<file path="config.mk">
export PLATFORM = sky130hd
export DESIGN_NAME = key_mix_and_record_hash_combine_core
export DESIGN_NICKNAME = d
export VERILOG_FILES = /design/src/design/kmrhc_pkg.sv /design/src/design/key_mix_and_record_hash_combine_core.sv /design/src/design/kmrhc_mixer.sv /design/src/design/kmrhc_queue.sv /design/src/design/kmrhc_combine.sv
export SDC_FILE = /design/constraint.sdc
export NUM_CORES = 2
export LEC_CHECK = 0
export BUFFER_PORTS_ARGS = -buffer_cell sky130_fd_sc_hd__buf_4
export CAP_MARGIN = 20
export CORE_UTILIZATION = 65
export CTS_CLUSTER_DIAMETER = 120
export CTS_CLUSTER_SIZE = 8
export DETAILED_ROUTE_END_ITERATION = 8
export PLACE_DENSITY_LB_ADDON = 0.2
export SETUP_SLACK_MARGIN = 0.1
export SLEW_MARGIN = 0
export SYNTH_ARGS = -nofsm -noshare
export SYNTH_HDL_FRONTEND = slang
export SYNTH_SLANG_ARGS = --single-unit
</file>
<file path="constraint.sdc">
create_clock -name clk -period 12.1 [get_ports clk]
set_clock_uncertainty 0.2 [all_clocks]
set_input_delay 1.21 -clock clk [delete_from_list [all_inputs] [get_ports clk]]
set_output_delay 1.21 -clock clk [all_outputs]
set_load 0.02 [all_outputs]
</file>
<file path="src/design/kmrhc_pkg.sv">
package kmrhc_pkg;

	localparam logic [31:0] Mix32M1   = 32'h85ebca6b;
	localparam logic [31:0] Mix32M2   = 32'hc2b2ae35;
	localparam logic [63:0] Mix64M1   = 64'hff51afd7ed558ccd;
	localparam logic [63:0] Mix64M2   = 64'hc4ceb9fe1a85ec53;
	localparam logic [63:0] CombineK  = 64'h000000009e3779b9;

	localparam int QueueDepth = 2;

	localparam logic OP_KEY32 = 1'b0;
	localparam logic OP_KEY64 = 1'b1;

	localparam logic [1:0] XS_PRE = 2'd0;
	localparam logic [1:0] XS_MID = 2'd1;
	localparam logic [1:0] XS_END = 2'd2;

	typedef struct packed {
		logic signed [63:0] key;
		logic               opcode;
		logic               last;
	} in_item_t;

	typedef struct packed {
		logic [63:0] element_hash;
		logic [63:0] record_hash;
		logic        final_res;
	} out_item_t;

	typedef struct packed {
		logic [63:0] hash;
		logic        last;
	} mix_item_t;

	typedef enum logic [2:0] {
		F_IDLE,
		F_MUL_LO,
		F_MUL_HI,
		F_MUL_X,
		F_SHIFT,
		F_PUSH
	} front_state_t;

	function automatic logic [63:0] xorshift(input logic [63:0] h, input logic op,
		input logic [1:0] step);
		logic [63:0] r;
		r = h;
		if (op == OP_KEY64) begin
			r = h ^ (h >> 33);
		end else begin
			case (step)
				XS_PRE:  r = h ^ (h >> 16);
				XS_MID:  r = h ^ (h >> 13);
				XS_END:  r = h ^ (h >> 16);
				default: r = h;
			endcase
		end
		return r;
	endfunction

endpackage

</file>
<file path="src/design/key_mix_and_record_hash_combine_core.sv">
// A transaction passes the mixer, the queue and the output register before the result ports.
// The mixer sequencer takes no new transaction until it has pushed the last one; it runs
// both 64-bit multiplies through one shared 32x32 multiplier in three partial products each.
// Combine stage and output register take one transaction per cycle unless a result is held.
// Reset clears the running seed, the mixer state, the queue and the output valid flag.
// There is no clearing pass.
module key_mix_and_record_hash_combine_core (
	input  logic                  clk,
	input  logic                  arst_n,
	input  logic                  push,
	output logic                  full,
	input  kmrhc_pkg::in_item_t   item,
	output logic                  empty,
	input  logic                  pop,
	output kmrhc_pkg::out_item_t  result
);
	import kmrhc_pkg::*;

	logic      q_push;
	logic      q_full;
	logic      q_pop;
	logic      q_empty;
	mix_item_t q_wr_data;
	mix_item_t q_rd_data;

	kmrhc_mixer u_mixer (
		.clk    (clk),
		.arst_n (arst_n),
		.push   (push),
		.full   (full),
		.item   (item),
		.q_push (q_push),
		.q_full (q_full),
		.q_data (q_wr_data)
	);

	kmrhc_queue u_queue (
		.clk     (clk),
		.arst_n  (arst_n),
		.wr_en   (q_push),
		.full    (q_full),
		.wr_data (q_wr_data),
		.rd_en   (q_pop),
		.empty   (q_empty),
		.rd_data (q_rd_data)
	);

	kmrhc_combine u_combine (
		.clk     (clk),
		.arst_n  (arst_n),
		.q_empty (q_empty),
		.q_data  (q_rd_data),
		.q_pop   (q_pop),
		.empty   (empty),
		.pop     (pop),
		.result  (result)
	);

	a_queue_sane: assert property (@(posedge clk) disable iff (!arst_n)
		!(q_full && q_empty))
		else $error("Internal queue reports full and empty at once.");

	a_busy_after_accept: assert property (@(posedge clk) disable iff (!arst_n)
		(push && !full) |=> full)
		else $error("Mixer accepted a transaction but did not go busy.");

	a_drain: assert property (@(posedge clk) disable iff (!arst_n)
		(pop && !empty && q_empty) |=> empty)
		else $error("Result remained after the last transaction was taken.");

	a_no_phantom: assert property (@(posedge clk) disable iff (!arst_n)
		(empty && q_empty) |=> empty)
		else $error("Result appeared with no transaction in the queue.");

endmodule

</file>
<file path="src/design/kmrhc_mixer.sv">
module kmrhc_mixer (
	input  logic                  clk,
	input  logic                  arst_n,
	input  logic                  push,
	output logic                  full,
	input  kmrhc_pkg::in_item_t   item,
	output logic                  q_push,
	input  logic                  q_full,
	output kmrhc_pkg::mix_item_t  q_data
);
	import kmrhc_pkg::*;

	front_state_t state_q, state_next;
	logic [63:0] h_q;
	logic [63:0] acc_q;
	logic        op_q;
	logic        last_q;
	logic        round_q;
	logic [31:0] a_sel;
	logic [31:0] m_lo;
	logic [31:0] m_hi;
	logic [31:0] m_sel;
	logic [63:0] product;
	logic [63:0] key_ext;

	always_comb begin
		if (round_q == 1'b0) begin
			m_lo = (op_q == OP_KEY64) ? Mix64M1[31:0] : Mix32M1;
			m_hi = (op_q == OP_KEY64) ? Mix64M1[63:32] : 32'd0;
		end else begin
			m_lo = (op_q == OP_KEY64) ? Mix64M2[31:0] : Mix32M2;
			m_hi = (op_q == OP_KEY64) ? Mix64M2[63:32] : 32'd0;
		end
		a_sel = (state_q == F_MUL_HI) ? h_q[63:32] : h_q[31:0];
		m_sel = (state_q == F_MUL_X) ? m_hi : m_lo;
	end

	assign product = a_sel * m_sel;
	assign key_ext = (item.opcode == OP_KEY64) ? 64'(item.key)
		: {{32{item.key[31]}}, item.key[31:0]};

	always_ff @(posedge clk or negedge arst_n) begin
		if (!arst_n) begin
			state_q <= F_IDLE;
		end else begin
			state_q <= state_next;
		end
	end

	always_comb begin
		state_next = state_q;
		full       = 1'b1;
		q_push     = 1'b0;
		unique case (state_q)
			F_IDLE: begin
				full = 1'b0;
				if (push) begin
					state_next = F_MUL_LO;
				end
			end
			F_MUL_LO: state_next = F_MUL_HI;
			F_MUL_HI: state_next = F_MUL_X;
			F_MUL_X:  state_next = F_SHIFT;
			F_SHIFT:  state_next = round_q ? F_PUSH : F_MUL_LO;
			F_PUSH: begin
				q_push = 1'b1;
				if (!q_full) begin
					state_next = F_IDLE;
				end
			end
			default: state_next = F_IDLE;
		endcase
	end

	always_ff @(posedge clk or negedge arst_n) begin
		if (!arst_n) begin
			round_q <= 1'b0;
		end else if (state_q == F_IDLE && push) begin
			round_q <= 1'b0;
		end else if (state_q == F_SHIFT) begin
			round_q <= ~round_q;
		end
	end

	always_ff @(posedge clk) begin
		case (state_q)
			F_IDLE: begin
				if (push) begin
					h_q    <= xorshift(key_ext, item.opcode, XS_PRE);
					op_q   <= item.opcode;
					last_q <= item.last;
				end
			end
			F_MUL_LO: acc_q <= product;
			F_MUL_HI: acc_q[63:32] <= acc_q[63:32] + product[31:0];
			F_MUL_X:  acc_q[63:32] <= acc_q[63:32] + product[31:0];
			F_SHIFT:  h_q <= xorshift(acc_q, op_q, round_q ? XS_END : XS_MID);
			default: ;
		endcase
	end

	assign q_data.hash = h_q;
	assign q_data.last = last_q;

endmodule

</file>
<file path="src/design/kmrhc_queue.sv">
module kmrhc_queue (
	input  logic                  clk,
	input  logic                  arst_n,
	input  logic                  wr_en,
	output logic                  full,
	input  kmrhc_pkg::mix_item_t  wr_data,
	input  logic                  rd_en,
	output logic                  empty,
	output kmrhc_pkg::mix_item_t  rd_data
);
	import kmrhc_pkg::*;

	localparam int PtrW = (QueueDepth > 1) ? $clog2(QueueDepth) : 1;
	localparam int CntW = $clog2(QueueDepth + 1);
	localparam logic [PtrW-1:0] LastPtr = PtrW'(QueueDepth - 1);
	localparam logic [CntW-1:0] DepthCnt = CntW'(QueueDepth);

	mix_item_t       mem_q [QueueDepth];
	logic [PtrW-1:0] wr_ptr_q;
	logic [PtrW-1:0] rd_ptr_q;
	logic [CntW-1:0] count_q;
	logic            do_wr;
	logic            do_rd;

	assign full    = (count_q == DepthCnt);
	assign empty   = (count_q == '0);
	assign do_wr   = wr_en && !full;
	assign do_rd   = rd_en && !empty;
	assign rd_data = mem_q[rd_ptr_q];

	always_ff @(posedge clk or negedge arst_n) begin
		if (!arst_n) begin
			wr_ptr_q <= '0;
			rd_ptr_q <= '0;
			count_q  <= '0;
		end else begin
			if (do_wr) begin
				wr_ptr_q <= (wr_ptr_q == LastPtr) ? '0 : wr_ptr_q + 1'b1;
			end
			if (do_rd) begin
				rd_ptr_q <= (rd_ptr_q == LastPtr) ? '0 : rd_ptr_q + 1'b1;
			end
			if (do_wr && !do_rd) begin
				count_q <= count_q + 1'b1;
			end else if (do_rd && !do_wr) begin
				count_q <= count_q - 1'b1;
			end
		end
	end

	always_ff @(posedge clk) begin
		if (do_wr) begin
			mem_q[wr_ptr_q] <= wr_data;
		end
	end

endmodule

</file>
<file path="src/design/kmrhc_combine.sv">
module kmrhc_combine (
	input  logic                  clk,
	input  logic                  arst_n,
	input  logic                  q_empty,
	input  kmrhc_pkg::mix_item_t  q_data,
	output logic                  q_pop,
	output logic                  empty,
	input  logic                  pop,
	output kmrhc_pkg::out_item_t  result
);
	import kmrhc_pkg::*;

	logic [63:0] seed_q;
	logic        valid_q;
	out_item_t   out_q;
	logic [63:0] sum;
	logic [63:0] rec;

	assign q_pop = !q_empty && (!valid_q || pop);
	assign sum   = q_data.hash + CombineK + (seed_q << 6) + (seed_q >> 2);
	assign rec   = sum ^ seed_q;

	always_ff @(posedge clk or negedge arst_n) begin
		if (!arst_n) begin
			seed_q  <= '0;
			valid_q <= 1'b0;
		end else if (q_pop) begin
			seed_q  <= q_data.last ? '0 : rec;
			valid_q <= 1'b1;
		end else if (pop) begin
			valid_q <= 1'b0;
		end
	end

	always_ff @(posedge clk) begin
		if (q_pop) begin
			out_q.element_hash <= q_data.hash;
			out_q.record_hash  <= rec;
			out_q.final_res    <= q_data.last;
		end
	end

	assign empty  = !valid_q;
	assign result = out_q;

endmodule
</file>
* Word level (Yosys, flattened, before mapping)
Memory sizes are Yosys's and may differ from the RTL's.
Index checks and enable logic that the tools add are counted.
W data, S select, Z words.
** Word-level totals
- Memories kept :: 1
- Output and inout bits :: 131
- Logic and storage cells :: 100
- Register bits :: 332
- Input bits :: 70
- Bits in writable memories :: 130
** Memories
- u_queue.mem_q :: depth 2, width 65, rd ports 1, clocked after Yosys merged registers in 0, write ports 1, RTL line kmrhc_queue.sv:18 : mix_item_t mem_q [QueueDepth];
** Cells by class
- Bitwise operators :: 7
- Eq/ne operators :: 10
- Add/sub/neg operators :: 8
- $mul :: 1
- Reduce and logical (&&, ||, !) cells :: 25
- Multiplexer cells :: 33
** Operators by type and width (number)
- $mux W64 :: 5
- $pmux W64 S2 :: 2
- $mux W32 :: 7
- $xor A64 B31 Y64 :: 2
- $xor A64 B48 Y64 :: 2
- $add A64 B32 Y64 const B :: 1
- $add A64 B62 Y64 :: 1
- $add A64 B64 Y64 :: 1
- $mul A32 B32 Y64 :: 1
- $pmux W32 S2 :: 1
- $xor A64 B51 Y64 :: 1
- $xor A64 B64 Y64 :: 1
- $add A32 B32 Y32 :: 1
- $mux W31 :: 1
- $pmux W3 S6 :: 1
- $mux W1 :: 10
- $reduce_bool A2 Y1 :: 5
- $mux W3 :: 3
- $eq A3 B2 Y1 const B :: 2
- $eq A3 B3 Y1 const B :: 2
- $logic_and A1 B1 Y1 :: 6
- $mux W2 :: 3
- $reduce_and A2 Y1 :: 3
- $logic_not A1 Y1 :: 5
- other kinds (12) :: 17

* Logic depth before layout (Yosys ltp)
- Word-level depth :: 7
- Gate-level depth with buffers :: 42
- Gate-level depth less buffers :: 39

* Modules after synthesis
Synthesis repeated with hierarchy kept, for this count alone.
** Second synthesis, totals
- Cell total of the unflattened synthesis :: 6017
- Area total of the unflattened synthesis :: 59153.0 um^2
** By module, submodules not included
- kmrhc_mixer :: seq. area each 4003.8 um^2, times used 1, cells each 4504, area an instance 40851.7 um^2
- kmrhc_combine :: seq. area each 5500.3 um^2, times used 1, cells each 1292, area an instance 13252.7 um^2
- kmrhc_queue :: seq. area each 4003.8 um^2, times used 1, cells each 221, area an instance 5048.6 um^2

* Worst setup path after synthesis
No wires, ideal clock.
- Kind :: reg2reg
- Start point :: register u_mixer.state_q[1]
- End point :: register u_mixer.acc_q[63], data pin
- Path buffers :: 5
- Required time :: 11.751 ns
- Setup time :: 0.149 ns
- Arrival :: 9.898 ns
- Stages on the path, launching flop included :: 42
- Path slack :: 1.854 ns
- Path through :: dfrtp_1 -> buf_2 -> nand2b_1 -> clkbuf_1 -> nor2_1 -> buf_2 -> buf_1 -> mux2_2 -> o21ai_0 -> inv_1 -> fa_1 -> fa_1 -> fa_1 -> inv_1 -> fa_1 -> inv_1 -> fa_1 -> inv_1 -> [6 not listed] -> ha_1 -> clkbuf_1 -> nand4_1 -> or3_1 -> a21oi_1 -> nor2b_1 -> xnor2_1 -> ha_1 -> a21o_1 -> a21o_1 -> a21oi_1 -> nor2b_1 -> o21ai_0 -> o211ai_1 -> a211o_1 -> a21oi_1 -> xor3_1 -> mux2i_1
** Between the ends
- Word-level cells in the longest chain between the ends :: 5
- Elaborated cells on any way between the ends :: 9
- Classes of those cells :: add/sub: 1; mul: 1; eq/ne: 3; mux: 3; reduce/logical: 1
** Ends and longest elaborated chain
- start: declaration :: RTL line kmrhc_mixer.sv:13 : front_state_t state_q, state_next;
- start signal: assignment :: RTL line kmrhc_mixer.sv:46 : state_q <= state_next;
- $eq A3 B2 Y1, on equally long branches :: RTL line kmrhc_mixer.sv:34, kmrhc_mixer.sv:35
- $mux W32, on equally long branches :: RTL line kmrhc_mixer.sv:34, kmrhc_mixer.sv:35
- $mul A32 B32 Y64 * :: RTL line kmrhc_mixer.sv:38 : assign product = a_sel * m_sel;
- via u_mixer.product[22] :: RTL line kmrhc_mixer.sv:23 : logic [63:0] product;
- $add A32 B32 Y32 * :: RTL line kmrhc_mixer.sv:95, kmrhc_mixer.sv:96
- $pmux W32 S2 * :: RTL line kmrhc_mixer.sv:86 : case (state_q)
- end signal: assignment :: RTL line kmrhc_mixer.sv:94 : F_MUL_LO: acc_q <= product;
- end signal: assignment :: RTL line kmrhc_mixer.sv:95 : F_MUL_HI: acc_q[63:32] <= acc_q[63:32] + product[31:0];
- end signal: assignment :: RTL line kmrhc_mixer.sv:96 : F_MUL_X: acc_q[63:32] <= acc_q[63:32] + product[31:0];
- end: declaration :: RTL line kmrhc_mixer.sv:15 : logic [63:0] acc_q;
The timed path passes the listed nets; every way through them passes the cells marked *.
A chain may end at the register's enable or synchronous reset.

* Final worst setup path
Same ends and word-level chain as after synthesis.

==> flow_metrics.py <==
metrics = {
    "timing": {
        "finalSetupTns_ps": 0,
        "drv_slew": 0,
        "max_slew.worst_pin.slew_ps": 1060,
        "timing.fmax_mhz": 88.3,
        "hold_viol": 0,
        "finalCriticalPeriod_ps": 11320,
        "rsz0062_at_grt": "no",
        "period_share": 0.936,
        "setup_viol": 0,
        "maxSlewHeadroom": 0.292,
    },
    "synth": {
        "synth_area_leader_cell": "fa_1",
        "syn_nets": 7322,
        "ys.warnings.count": 0,
        "syn_avg_cell_area_sq_um": 9.96,
        "syn-cell-area_sq_mm": 0.0584,
        "synth_seq_cells": 462,
        "synthDistinctLibCells": 71,
        "synthTopCellsByArea": "fa_1, edfxtp_1, ha_1",
        "syn_inst": 5865,
        "yosys.area.top_type_share": 0.327,
        "ys.flop_type": "edfxtp_1",
        "async_flop_share": 0.158,
        "seq_area_frac_synth": 0.231,
        "synth_edf_count": 389,
    },
    "critical_path": {
        "path_common_cell": "fa_1",
        "arrival_ps": 11600,
        "critPathRequiredTime_ps": 12380,
        "end_kind": "flip-flop",
        "crit_buf_inv": 2,
        "path_max_fanout": 12,
        "regToRegSetupSlack_ps": 780,
        "critPathTopFamily": "adder cells",
        "slowest_delay_ps": 840,
        "r2r_end": "u_mixer.acc_q[63]",
        "timing.rr.start": "u_mixer.state_q[1]",
        "cp_slowest_cell": "nor2_1",
        "r2r_cells": 33,
        "critical_path_class": "flip-flop to flip-flop",
        "worstSetupStartpointType": "flip-flop",
    },
    "route": {
        "first_pass_iters": 9,
        "routedWlPerCell_microns": 30.2,
        "wl_microns": 219000,
        "vias": 46441,
        "ant_nets": 0,
        "dr.first_iter.drc_count": 5852,
        "via_per_inst": 6.39,
        "drc": 102,
    },
    "clock_network": {
        "htree_levels": 3,
        "numCtsBuffers": 67,
        "clk_latency_ps": 640,
        "clkSinkCount": 462,
        "clk_pin_slew_ps": 50,
        "cts.path.max_buffers": 3,
        "ctsHoldBuffers": 0,
        "ctsResizeCount": 0,
        "cts_setup_buffers": 0,
        "cts-root-buf": "clkbuf_16",
        "cts_tree": "built",
    },
    "placement": {
        "gp_congestion": 1.14,
        "io_buffers": 200,
        "hpwl_microns": 180000,
    },
    "min_path": {
        "min_from": "u_mixer.last_q",
        "min_to": "u_queue.mem_q[1][0]",
        "hold-path-cell-count": 0,
        "hold_class": "flip-flop to flip-flop",
    },
    "floorplan": {
        "start_util": 0.659,
        "ios": 201,
        "core_area_sq_mm": 0.0886,
        "die_w_microns": 302,
        "fp.dieH_microns": 302,
        "dieArea_sq_mm": 0.0911,
        "num_rows": 109,
    },
    "job": {
        "cap_viol_max_count": 0,
    },
    "status": {
        "outcome": "finished with violations",
        "violations": "DRC",
    },
    "global_route": {
        "grt_use_met2": 0.754,
        "track_usage": 0.496,
        "grt_overflow": 0,
        "grt_max_degree": 82,
        "use_met1": 0.574,
        "antenna_found_initial": 16,
        "grtUsageMet3": 0.167,
        "grt.busiest_layer": "met2",
        "first_global_vias": 48028,
        "grt_pass1_wl_microns": 318000,
    },
    "cells_and_area": {
        "drive_above_1_share": 0.0840,
        "synthToLayoutAreaGrowth_pct": 8.89,
        "nNetsFinal": 7499,
        "n_fill_cell": 6620,
    },
}
==> cell usage after synthesis, drive strengths merged (44+ instances only) <==
cell type     n
a21o         99
a21oi       241
and2         44
clkbuf      187
dfrtp        73
edfxtp      389
fa          954
ha          433
inv        1077
mux2         75
mux2i       128
nand2       589
nand3        54
nor2        595
o21ai       254
xnor2       226
xor2         69
==> cells in the final DEF (no fill, tap or decap), types with 17 or more instances in the layout <==
cell type	count
a31oi_1	27
nor2b_1	21
a21o_1	99
ha_1	433
nand3_1	54
o21bai_1	30
buf_4	311
fa_1	954
and2_1	42
mux2_2	75
or3_1	17
clkbuf_16	68
clkbuf_1	33
inv_1	1076
nand4_1	28
a21oi_1	238
edfxtp_1	389
xnor2_1	226
mux2i_1	128
nand2b_1	22
a22o_1	31
nand2_1	587
dfrtp_1	71
nor2_1	585
and3_1	27
diode_2	19
o21ai_0	248
xor2_1	69
==> per-layer routing <==
layer,wire (microns),vias up
met5,100,-
met4,22600,14
met3,28100,1068
met2,97000,3507
met1,71300,22768
li1,-,19084
==> final cells by class <==
type	instances	area (sq um)	share of cell area
diodes	19	47.5	0.000748
multi-input cells	4118	40200	0.632
clock buffers	101	1830	0.0287
repair buffers	316	2410	0.0379
well taps	1165	1460	0.0229
inverters	1077	4050	0.0636
clock inverters	7	118	0.00185
flip-flops and latches	462	13500	0.212
==> stage by stage <==
stage               hold slack [ps]  instance area (sq um)  utilization  setup WS, ps  std cells
global route                    265                  63600        0.717           514       7248
finish                          256                  63600        0.717           776       7265
floorplan                       221                  58400            -          1850       5865
global placement                224                  61600        0.695          1270       7136
CTS                             251                  63500        0.717          1180       7244
detailed placement              236                  61600        0.695          1220       7136
==> kinds of logic (layout without fill, tap and decap cells) <==
logic type / count (synthesis) / after routing / share of synthesized area
flip-flops: 462 / 462 / 0.231
multiplexers: 203 / 203 / 0.0364
AO/OA/AOI/OAI: 782 / 782 / 0.0813
AND/OR/NAND/NOR: 1450 / 1450 / 0.104
buffers and inverters: 1285 / 1501 / 0.0827
XOR/XNOR: 296 / 296 / 0.0446
other: 0 / 19 / 0
adder cells (fa/ha/maj): 1387 / 1387 / 0.420
==> how the worst max path moves through the flow <==
stage / end / cells after the start / startpoint / slack (ps)
6_report: u_mixer.acc_q[63] / 33 / u_mixer.state_q[1] / 780
2_1_floorplan: u_mixer.acc_q[63] / 41 / u_mixer.state_q[1] / 1850
3_5_place_dp: u_mixer.acc_q[63] / 35 / u_mixer.state_q[1] / 1220
3_3_place_gp: u_mixer.acc_q[63] / 35 / u_mixer.state_q[1] / 1270
5_1_grt: u_mixer.acc_q[63] / 34 / u_mixer.state_q[2] / 510
4_1_cts: u_mixer.acc_q[63] / 35 / u_mixer.state_q[1] / 1180
==> flip-flops by register name (all words and copies together), names as in the netlist <==
signal / cells
u_queue.count_q: 2
u_combine.valid_q: 1
u_queue.wr_ptr_q: 1
u_combine.result: 129
u_mixer.op_q: 1
u_combine.seed_q: 64
u_queue.rd_ptr_q: 1
u_mixer.acc_q: 64
u_mixer.state_q: 3
u_mixer.last_q: 1
u_mixer.round_q: 1
u_mixer.h_q: 64
u_queue.mem_q: 130
Power is not shown: default switching activity piles up to over one toggle a cycle in this logic, so the estimate is an artifact.
